--- src/sv/tnon_pkg.sv ---
`timescale 1ns / 1ps
// ----------------------------------------------------------------------------
// tnon_pkg
// shared types, codes and the reply rule of the telnet option negotiator
// ----------------------------------------------------------------------------
package tnon_pkg;

	// telnet protocol bytes
	localparam logic [7:0] TN_IAC   = 8'd255;
	localparam logic [7:0] TN_WILL  = 8'd251;
	localparam logic [7:0] TN_WONT  = 8'd252;
	localparam logic [7:0] TN_DO    = 8'd253;
	localparam logic [7:0] TN_DONT  = 8'd254;
	localparam logic [7:0] TN_SGA   = 8'd3;
	localparam logic [7:0] CH_COLON = 8'h3A;
	localparam logic [7:0] CH_SPACE = 8'h20;

	// result kind codes
	localparam logic [1:0] KIND_NONE  = 2'd0;
	localparam logic [1:0] KIND_DATA  = 2'd1;
	localparam logic [1:0] KIND_REPLY = 2'd2;

	// parser phase
	typedef enum logic [1:0] {
		PH_IDLE = 2'd0,
		PH_IAC  = 2'd1,
		PH_CMD  = 2'd2
	} phase_t;

	// one run of results caused by a single input word
	typedef struct packed {
		logic       triple;   // three-word negotiation reply
		logic [1:0] kind;     // kind of the run, sent with each of its words
		logic [7:0] byte0;    // byte of a single-word run
		logic [7:0] answer;   // second word of a reply run
		logic [7:0] option;   // third word of a reply run
		logic       prompt;   // colon seen as last non-space data byte
	} run_t;

	// answer to a negotiation command for a given option
	function automatic logic [7:0] answer_for(input logic [7:0] cmd, input logic [7:0] opt);
		logic [7:0] ans;
		if (cmd == TN_WONT) begin
			ans = TN_DONT;
		end else if (cmd == TN_DONT) begin
			ans = TN_WONT;
		end else if (opt == TN_SGA) begin
			ans = (cmd == TN_DO) ? TN_WILL : TN_DO;
		end else begin
			ans = (cmd == TN_DO) ? TN_WONT : TN_DONT;
		end
		return ans;
	endfunction

endpackage

--- src/sv/telnet_option_negotiator.sv ---
`timescale 1ns / 1ps
// ----------------------------------------------------------------------------
// telnet_option_negotiator
// strips telnet iac sequences from a received byte stream and answers
// option negotiation with a three-word reply run
// ----------------------------------------------------------------------------
//
// channel   dir  bits  contents
// s_axis    in   8     rx_byte
// m_axis    out  16+2  tdata: out_byte, prompt_seen; tuser: kind; tlast: last_of_run
//
// a word taken in at s_axis is held in the input register, then the
// parser turns it into a run in the result register in the same cycle the
// register frees up; one input word per cycle for data and dropped bytes while
// m_axis is ready; a negotiation triple holds the result register for three
// output words, and the input register keeps taking one more word meanwhile
// reset clears the parse state (idle, no held command, no data) and empties
// both registers; stalls on m_axis back up into s_axis_tready
//
module telnet_option_negotiator (
	input  logic        clk,
	input  logic        arst_n,
	input  logic        s_axis_tvalid,
	output logic        s_axis_tready,
	input  logic [7:0]  s_axis_tdata,   // [7:0] rx_byte
	output logic        m_axis_tvalid,
	input  logic        m_axis_tready,
	output logic [15:0] m_axis_tdata,   // [7:0] out_byte, [8] prompt_seen, zero fill
	output logic [1:0]  m_axis_tuser,   // [1:0] kind
	output logic        m_axis_tlast    // last_of_run
);
	import tnon_pkg::*;

	// input register
	logic       valid_s1;
	logic [7:0] byte_s1;

	// handoff between input register and result register
	logic       can_load;
	logic       load;
	run_t       run;

	assign load          = valid_s1 && can_load;
	assign s_axis_tready = !valid_s1 || load;

	always_ff @(posedge clk or negedge arst_n) begin
		if (!arst_n) begin
			valid_s1 <= 1'b0;
		end else if (s_axis_tready) begin
			valid_s1 <= s_axis_tvalid;
		end
	end

	always_ff @(posedge clk) begin
		if (s_axis_tready && s_axis_tvalid) begin
			byte_s1 <= s_axis_tdata;
		end
	end

	// parse state advances only when its run is committed
	tnon_parse u_parse (
		.clk     (clk),
		.arst_n  (arst_n),
		.load    (load),
		.rx_byte (byte_s1),
		.run     (run)
	);

	// result register and word sequencing
	tnon_emit u_emit (
		.clk           (clk),
		.arst_n        (arst_n),
		.load          (load),
		.run           (run),
		.can_load      (can_load),
		.m_axis_tvalid (m_axis_tvalid),
		.m_axis_tready (m_axis_tready),
		.m_axis_tdata  (m_axis_tdata),
		.m_axis_tuser  (m_axis_tuser),
		.m_axis_tlast  (m_axis_tlast)
	);

endmodule

--- src/sv/tnon_parse.sv ---
`timescale 1ns / 1ps
// ----------------------------------------------------------------------------
// tnon_parse
// iac sequence parser: holds the parse state and builds the result run
// ----------------------------------------------------------------------------
module tnon_parse (
	input  logic              clk,
	input  logic              arst_n,
	input  logic              load,
	input  logic [7:0]        rx_byte,
	output tnon_pkg::run_t    run
);
	import tnon_pkg::*;

	phase_t     phase_q;
	phase_t     phase_d;
	logic [7:0] held_q;
	logic [7:0] held_d;
	logic [7:0] last_ns_q;
	logic [7:0] last_ns_d;

	always_comb begin
		phase_d     = PH_IDLE;
		held_d      = held_q;
		last_ns_d   = last_ns_q;
		run.triple  = 1'b0;
		run.kind    = KIND_NONE;
		run.byte0   = 8'd0;
		run.answer  = answer_for(held_q, rx_byte);
		run.option  = rx_byte;
		unique case (phase_q)
			PH_IAC: begin
				if (rx_byte == TN_IAC) begin
					run.kind  = KIND_DATA;
					run.byte0 = rx_byte;
					last_ns_d = rx_byte;
				end else if (rx_byte == TN_WILL || rx_byte == TN_WONT ||
				             rx_byte == TN_DO || rx_byte == TN_DONT) begin
					held_d  = rx_byte;
					phase_d = PH_CMD;
				end
			end
			PH_CMD: begin
				run.triple = 1'b1;
				run.kind   = KIND_REPLY;
			end
			default: begin
				// idle, and the unreachable fourth code
				if (rx_byte == TN_IAC) begin
					phase_d = PH_IAC;
				end else begin
					run.kind  = KIND_DATA;
					run.byte0 = rx_byte;
					if (rx_byte != CH_SPACE) begin
						last_ns_d = rx_byte;
					end
				end
			end
		endcase
		run.prompt = (last_ns_d == CH_COLON);
	end

	always_ff @(posedge clk or negedge arst_n) begin
		if (!arst_n) begin
			phase_q   <= PH_IDLE;
			held_q    <= 8'd0;
			last_ns_q <= 8'd0;
		end else if (load) begin
			phase_q   <= phase_d;
			held_q    <= held_d;
			last_ns_q <= last_ns_d;
		end
	end

endmodule

--- src/sv/tnon_emit.sv ---
`timescale 1ns / 1ps
// ----------------------------------------------------------------------------
// tnon_emit
// result register: holds one run and sends it out one word at a time
// ----------------------------------------------------------------------------
module tnon_emit (
	input  logic              clk,
	input  logic              arst_n,
	input  logic              load,
	input  tnon_pkg::run_t    run,
	output logic              can_load,
	output logic              m_axis_tvalid,
	input  logic              m_axis_tready,
	output logic [15:0]       m_axis_tdata,   // [7:0] out_byte, [8] prompt_seen, zero fill
	output logic [1:0]        m_axis_tuser,   // [1:0] kind
	output logic              m_axis_tlast    // last_of_run
);
	import tnon_pkg::*;

	run_t       run_s2;
	logic       valid_s2;
	logic [1:0] idx_q;
	logic       last_word;
	logic [7:0] word_byte;
	logic       take;

	assign last_word = !run_s2.triple || (idx_q == 2'd2);
	assign take      = valid_s2 && m_axis_tready;
	assign can_load  = !valid_s2 || (take && last_word);

	always_comb begin
		case (idx_q)
			2'd0:    word_byte = run_s2.triple ? TN_IAC : run_s2.byte0;
			2'd1:    word_byte = run_s2.answer;
			default: word_byte = run_s2.option;
		endcase
	end

	assign m_axis_tvalid = valid_s2;
	assign m_axis_tdata  = {7'd0, run_s2.prompt, word_byte};
	assign m_axis_tuser  = run_s2.kind;
	assign m_axis_tlast  = last_word;

	always_ff @(posedge clk or negedge arst_n) begin
		if (!arst_n) begin
			valid_s2 <= 1'b0;
			idx_q    <= 2'd0;
		end else if (load) begin
			valid_s2 <= 1'b1;
			idx_q    <= 2'd0;
		end else if (take) begin
			if (last_word) begin
				valid_s2 <= 1'b0;
				idx_q    <= 2'd0;
			end else begin
				idx_q <= idx_q + 2'd1;
			end
		end
	end

	always_ff @(posedge clk) begin
		if (load) begin
			run_s2 <= run;
		end
	end

endmodule
--- config.mk ---
export PLATFORM = sky130hd
export DESIGN_NAME = telnet_option_negotiator
export DESIGN_NICKNAME = d
export VERILOG_FILES = /design/src/sv/tnon_pkg.sv /design/src/sv/telnet_option_negotiator.sv /design/src/sv/tnon_parse.sv /design/src/sv/tnon_emit.sv
export SDC_FILE = /design/constraint.sdc
export NUM_CORES = 1
export LEC_CHECK = 0
export ABC_AREA = 0
export BUFFER_PORTS_ARGS = -buffer_cell sky130_fd_sc_hd__buf_2
export CORE_MARGIN = 5
export CORE_UTILIZATION = 35
export CTS_CLUSTER_DIAMETER = 150
export DETAILED_ROUTE_END_ITERATION = 16
export PLACE_DENSITY_LB_ADDON = 0.3
export SLEW_MARGIN = 20
export SYNTH_ARGS = -nofsm -noshare
export SYNTH_HDL_FRONTEND = slang
export SYNTH_SLANG_ARGS = --single-unit
--- constraint.sdc ---
create_clock -name clk -period 2.49 [get_ports clk]
set_clock_uncertainty 0.05 [all_clocks]
set_input_delay 0.249 -clock clk [delete_from_list [all_inputs] [get_ports clk]]
set_output_delay 0.249 -clock clk [all_outputs]
set_load 0.02 [all_outputs]
# Word level (Yosys, flattened, before mapping)

Index checks and enable logic that the tools add are counted.
W data, S select, Z words.

Multiplexer cells: 25
Reductions and logical operators: 19
Bitwise gates (word level): 1
$add $sub $neg: 1
Equality and inequality tests: 15

Operators with widths:

| cell                  | number |
|---|---|
| $eq A8 B8 Y1 const B  | 8 |
| $pmux W8 S2           | 3 |
| $mux W8               | 4 |
| $mux W9               | 2 |
| $mux W2               | 7 |
| $eq A8 B2 Y1 const B  | 1 |
| $eq A8 B6 Y1 const B  | 1 |
| $ne A8 B6 Y1 const B  | 1 |
| $pmux W2 S2           | 2 |
| $logic_or A1 B1 Y1    | 6 |
| $mux W3               | 2 |
| $mux W1               | 5 |
| $eq A2 B1 Y1 const B  | 2 |
| $eq A2 B2 Y1 const B  | 2 |
| $logic_and A1 B1 Y1   | 4 |
| $reduce_and A4 Y1     | 1 |
| $reduce_bool A2 Y1    | 2 |
| $logic_not A1 Y1      | 3 |
| $add A2 B1 Y2 const B | 1 |
| $logic_not A2 Y1      | 1 |
| $reduce_and A2 Y1     | 1 |
| $reduce_or A2 Y1      | 1 |
| $not A1 Y1            | 1 |

Bits of input ports: 12
Register bits: 58
Output and inout bits: 21

# Longest topological paths before layout

Depth in word-level cells: 7
Mapped depth: 10

# Hierarchy

A second synthesis with hierarchy kept.

Cells, all modules: 281
Area, all modules: 2947.8 µm²

By module, submodules not included:

| module                   | cells each | times used | area an instance (µm²) | seq. area each (µm²) |
|---|---|---|---|---|
| tnon_parse               | 175        | 1          | 1398.8                 | 450.4 |
| tnon_emit                | 93         | 1          | 1248.7                 | 915.9 |
| telnet_option_negotiator | 13         | 1          | 300.3                  | 265.3 |

# Worst setup path after synthesis

Ideal clock, no wire load.

Path type: reg2reg
From: reg u_emit.idx_q[0]
To: reg u_parse.last_ns_q[3]
Setup slack: -29 ps
Setup time: 123 ps
Buffers on the path: 1
Data required time: 2317 ps
Arrival: 2346 ps
Stages on the path, launching flop included: 11
Cell sequence: dfrtp_1 > inv_1 > ha_1 > nand2b_2 > nand2_2 > nand2_2 > nand2_4 > inv_1 > clkbuf_1 > o21ai_0 > o2bb2ai_1

Longest elaborated chain between the ends: 5

Ends and longest elaborated chain:

| element                  | RTL line                       | RTL |
|---|---|---|
| start: declaration       | tnon_emit.sv:22                | `logic [1:0] idx_q;` |
| start signal: assignment | tnon_emit.sv:56                | `idx_q <= idx_q + 2'd1;` |
| $eq A2 B2 Y1             | tnon_emit.sv:27                | `assign last_word = !run_s2.triple \|\| (idx_q == 2'd2);` |
| $logic_or A1 B1 Y1       | tnon_emit.sv:27                |  |
| via m_axis_tlast         | telnet_option_negotiator.sv:30 | `output logic m_axis_tlast` |
| $logic_and A1 B1 Y1      | tnon_emit.sv:29                | `assign can_load = !valid_s2 \|\| (take && last_word);` |
| $logic_or A1 B1 Y1       | tnon_emit.sv:29                |  |
| $logic_and A1 B1 Y1      | telnet_option_negotiator.sv:43 | `assign load = valid_s1 && can_load;` |
| via load                 | telnet_option_negotiator.sv:40 | `logic load;` |
| end signal: assignment   | tnon_parse.sv:71               | `last_ns_q <= last_ns_d;` |
| end: declaration         | tnon_parse.sv:19               | `logic [7:0] last_ns_q;` |

The timed path passes the listed nets, and every way through them passes these cells.
A chain may end at the register's enable or synchronous reset.

==> results by group <==
Run status
  – Status: finished clean

Final layout
  – Area growth, synth to finish: 11.3%
  – Most frequent cells in the layout: edfxtp_1, nand2_1, buf_2, a21oi_1, dfrtp_1
  – Nets: 287
  – Commonest non-fill, non-tap cell in the layout: edfxtp_1
  – Final core occ: between 40% and 50%
  – Number of diodes: 0
  – Non-filler instance count after layout: 369
  – Share of cells above drive strength 1: between 20% and 30%

Pwr
  – PwrDens: 743 nW/um^2
  – Max IR drop VDD: 0.000223 V
  – Total power: 2.20 mW
  – Static Leakage: 1.20 nW

GRT
  – GRT Total Usage: 11.8%
  – Initial antenna violation count: 0
  – First-pass GRT wire length: 9150 um
  – Vias in the first global route: 1,871
  – Pin count of the biggest net entering global routing: 23
  – Overflow after GRT: 0

STA
  – Slew Viols, Final: 0
  – Hold Vio Cnt, Final: 0
  – Final Cycle Share: about nine tenths
  – Worst Tran Pin Value: 569 ps
  – Fmax: 441 MHz
  – Period minus WS final: around 2300 ps
  – Final Setup Violations: 0
  – Slew headroom: slightly above 60%
  – Post-route setup slack: 225 ps
  – Post-route setup TNS: 0 ps
  – RSZ-0062 raised after global routing: no

Clock network
  – Clk_lat worst skew: 310 ps
  – Postcts setup bufs: 0
  – Clk sinks: 53
  – Worst-path clk slew: 90 ps
  – Num CTS Buffers: 5
  – Hold buffer count at CTS: 1
  – CTS tree: done
  – Clock Path Buffers: 2
  – Post-CTS Resized: 0
  – Clk Tree Root Cell: clkbuf_8
  – H-tree levels: 2

Routing
  – First-pass DRT Iterations: 5
  – Iter 0 DRT Violations: 177
  – Routed len/inst: 14.9 um
  – Detailed Route WL: 5490 um
  – Drt drc: 0
  – Post-DRT Antenna Nets: 0
  – Via count: 1,862
  – DR vias/cell: 5.05

Synthesis
  – Netlist cell types: 49
  – Post-synth EDFFs: 31
  – Synth Cell Area: 2660 um^2
  – Synth warn: 0
  – Seq cells post-synth: between 50 and 60
  – Seq/Total Area, Yosys: 55.7%
  – Main synth FF type: edfxtp_1
  – Post-Syn Area per Cell: 11.0 um^2
  – Mapped Cells: about 240
  – Async SR Flop Fraction: between 40% and 50%

Placement
  – Place WS: 261 ps
  – DPL Wire Length: 4000 um
  – Number of port buffers: 25
  – Placed insts: 360
  – Final GP Congestion: 0.825

Floorplanning
  – FP Rows: 31
  – Core region area: 7330 um^2
  – Initial core utilization: a little over a third
  – Die Span Y: 97.2 um
  – Die W: between 90 and 100 um
  – Die area: 9440 um^2
  – I/O Pins: 33

Setup path
  – Worst EP required: 2560 ps
  – Crit Path Class: flop to flop
  – CP Max Fanout: 9
  – WP data arrival: 2340 ps
  – Element type at the critical path start: flop
  – Worst Setup End Kind: flop

Min path
  – Worst Hold Class: primary input to flop

Run
  – Max Cap Viol: 0
[registers in the layout, indices dropped and copies added (netlist names)]
name                  flops
u_emit.run_s2            20
byte_s1                   8
u_parse.held_q            8
u_parse.last_ns_q         8
u_emit.idx_q              2
u_emit.m_axis_tuser       2
u_parse.phase_q           2
u_emit.m_axis_tdata       1
u_emit.m_axis_tvalid      1
valid_s1                  1
[kinds of logic (layout without fill, tap and decap cells)]
group / after synthesis / after routing / synth area share, %
and+or+nand+nor: 83 / 83 / 17.6
AOI/OAI and AO/OA: 62 / 62 / 14.7
DFF: 53 / 53 / 55.7
buffers and inverters: 32 / 54 / 6.63
adders and majority gates: 6 / 6 / 2.82
muxes: 4 / 4 / 2.12
other: 1 / 7 / 0.141
xor gates and xnor gates: 1 / 1 / 0.329
[critical path, cell delays in order (launching register included)]
cell      delay (ps)
edfxtp_1         520
and4_1           290
and2_1           240
o21ai_0          380
a21oi_1           70
nor3_1           200
nor4bb_2         330
[layer usage]
metal | wire (um) | GRT usage (%)
met5 | 0 | 0
met4 | 73 | 4.10
met3 | 340 | 2.58
met2 | 2460 | 18.3
met1 | 2620 | 16.3
[cell usage after synthesis (3+ instances only)]
library cell / count / area share, %
a21oi_1: 22 / 4.1
buf_4: 11 / 3.1
clkbuf_1: 5 / 0.71
dfrtp_1: 22 / 21
edfxtp_1: 31 / 35
ha_1: 6 / 2.8
inv_1: 13 / 1.8
mux2_4: 3 / 1.7
nand2_1: 26 / 3.7
nand2_2: 3 / 0.71
nand2b_1: 7 / 1.6
nand3_1: 9 / 1.7
nand4_1: 3 / 0.71
nor2_1: 8 / 1.1
nor3_1: 3 / 0.56
o21ai_0: 13 / 2.4
o22ai_1: 7 / 1.6
or2b_1: 6 / 1.7
[stage by stage]
step	cell area [um^2]	hold slack [ps]
after floorplan	2680	-96.6
after global placement	2860	204
after detailed placement	2860	201
after CTS	2960	55.0
after global routing	2960	50.9
final	2960	62.9
[final timing paths]
check | slack (ps) | depth (start not counted) | from | to
worst max-delay path | 220 | 6 | byte_s1[0] | u_emit.m_axis_tdata[8]
worst min-delay path | 60 | 1 | s_axis_tdata[5] | byte_s1[5]
worst max register to register | 220 | 6 | byte_s1[0] | u_emit.m_axis_tdata[8]
worst min register to register | 420 | 1 | u_parse.held_q[6] | u_parse.held_q[6]
max in group asynchronous | 1670 | 2 | arst_n | u_parse.last_ns_q[4]
min in group asynchronous | 380 | 2 | arst_n | u_emit.idx_q[0]
[cell type report]
cell class / count / area [um^2]
fill: 722 / 4370
multi-input combinational: 163 / 1020
timing repair buffer: 33 / 188
tap: 99 / 124
sequential: 53 / 1480
inverter: 13 / 48.8
clock buffer: 7 / 86.3
clock inverter: 1 / 7.51
[power breakdown]
| group | switching (mW) | internal, mW | leakage [nW] | total (mW) |
|---|---|---|---|---|
| Combinational | 0.333 | 0.210 | 0.583 | 0.543 |
| Sequential | 0.0877 | 1.06 | 0.568 | 1.15 |
| Clock | 0.281 | 0.227 | 0.0445 | 0.508 |
(Power assumes the default switching activity.)
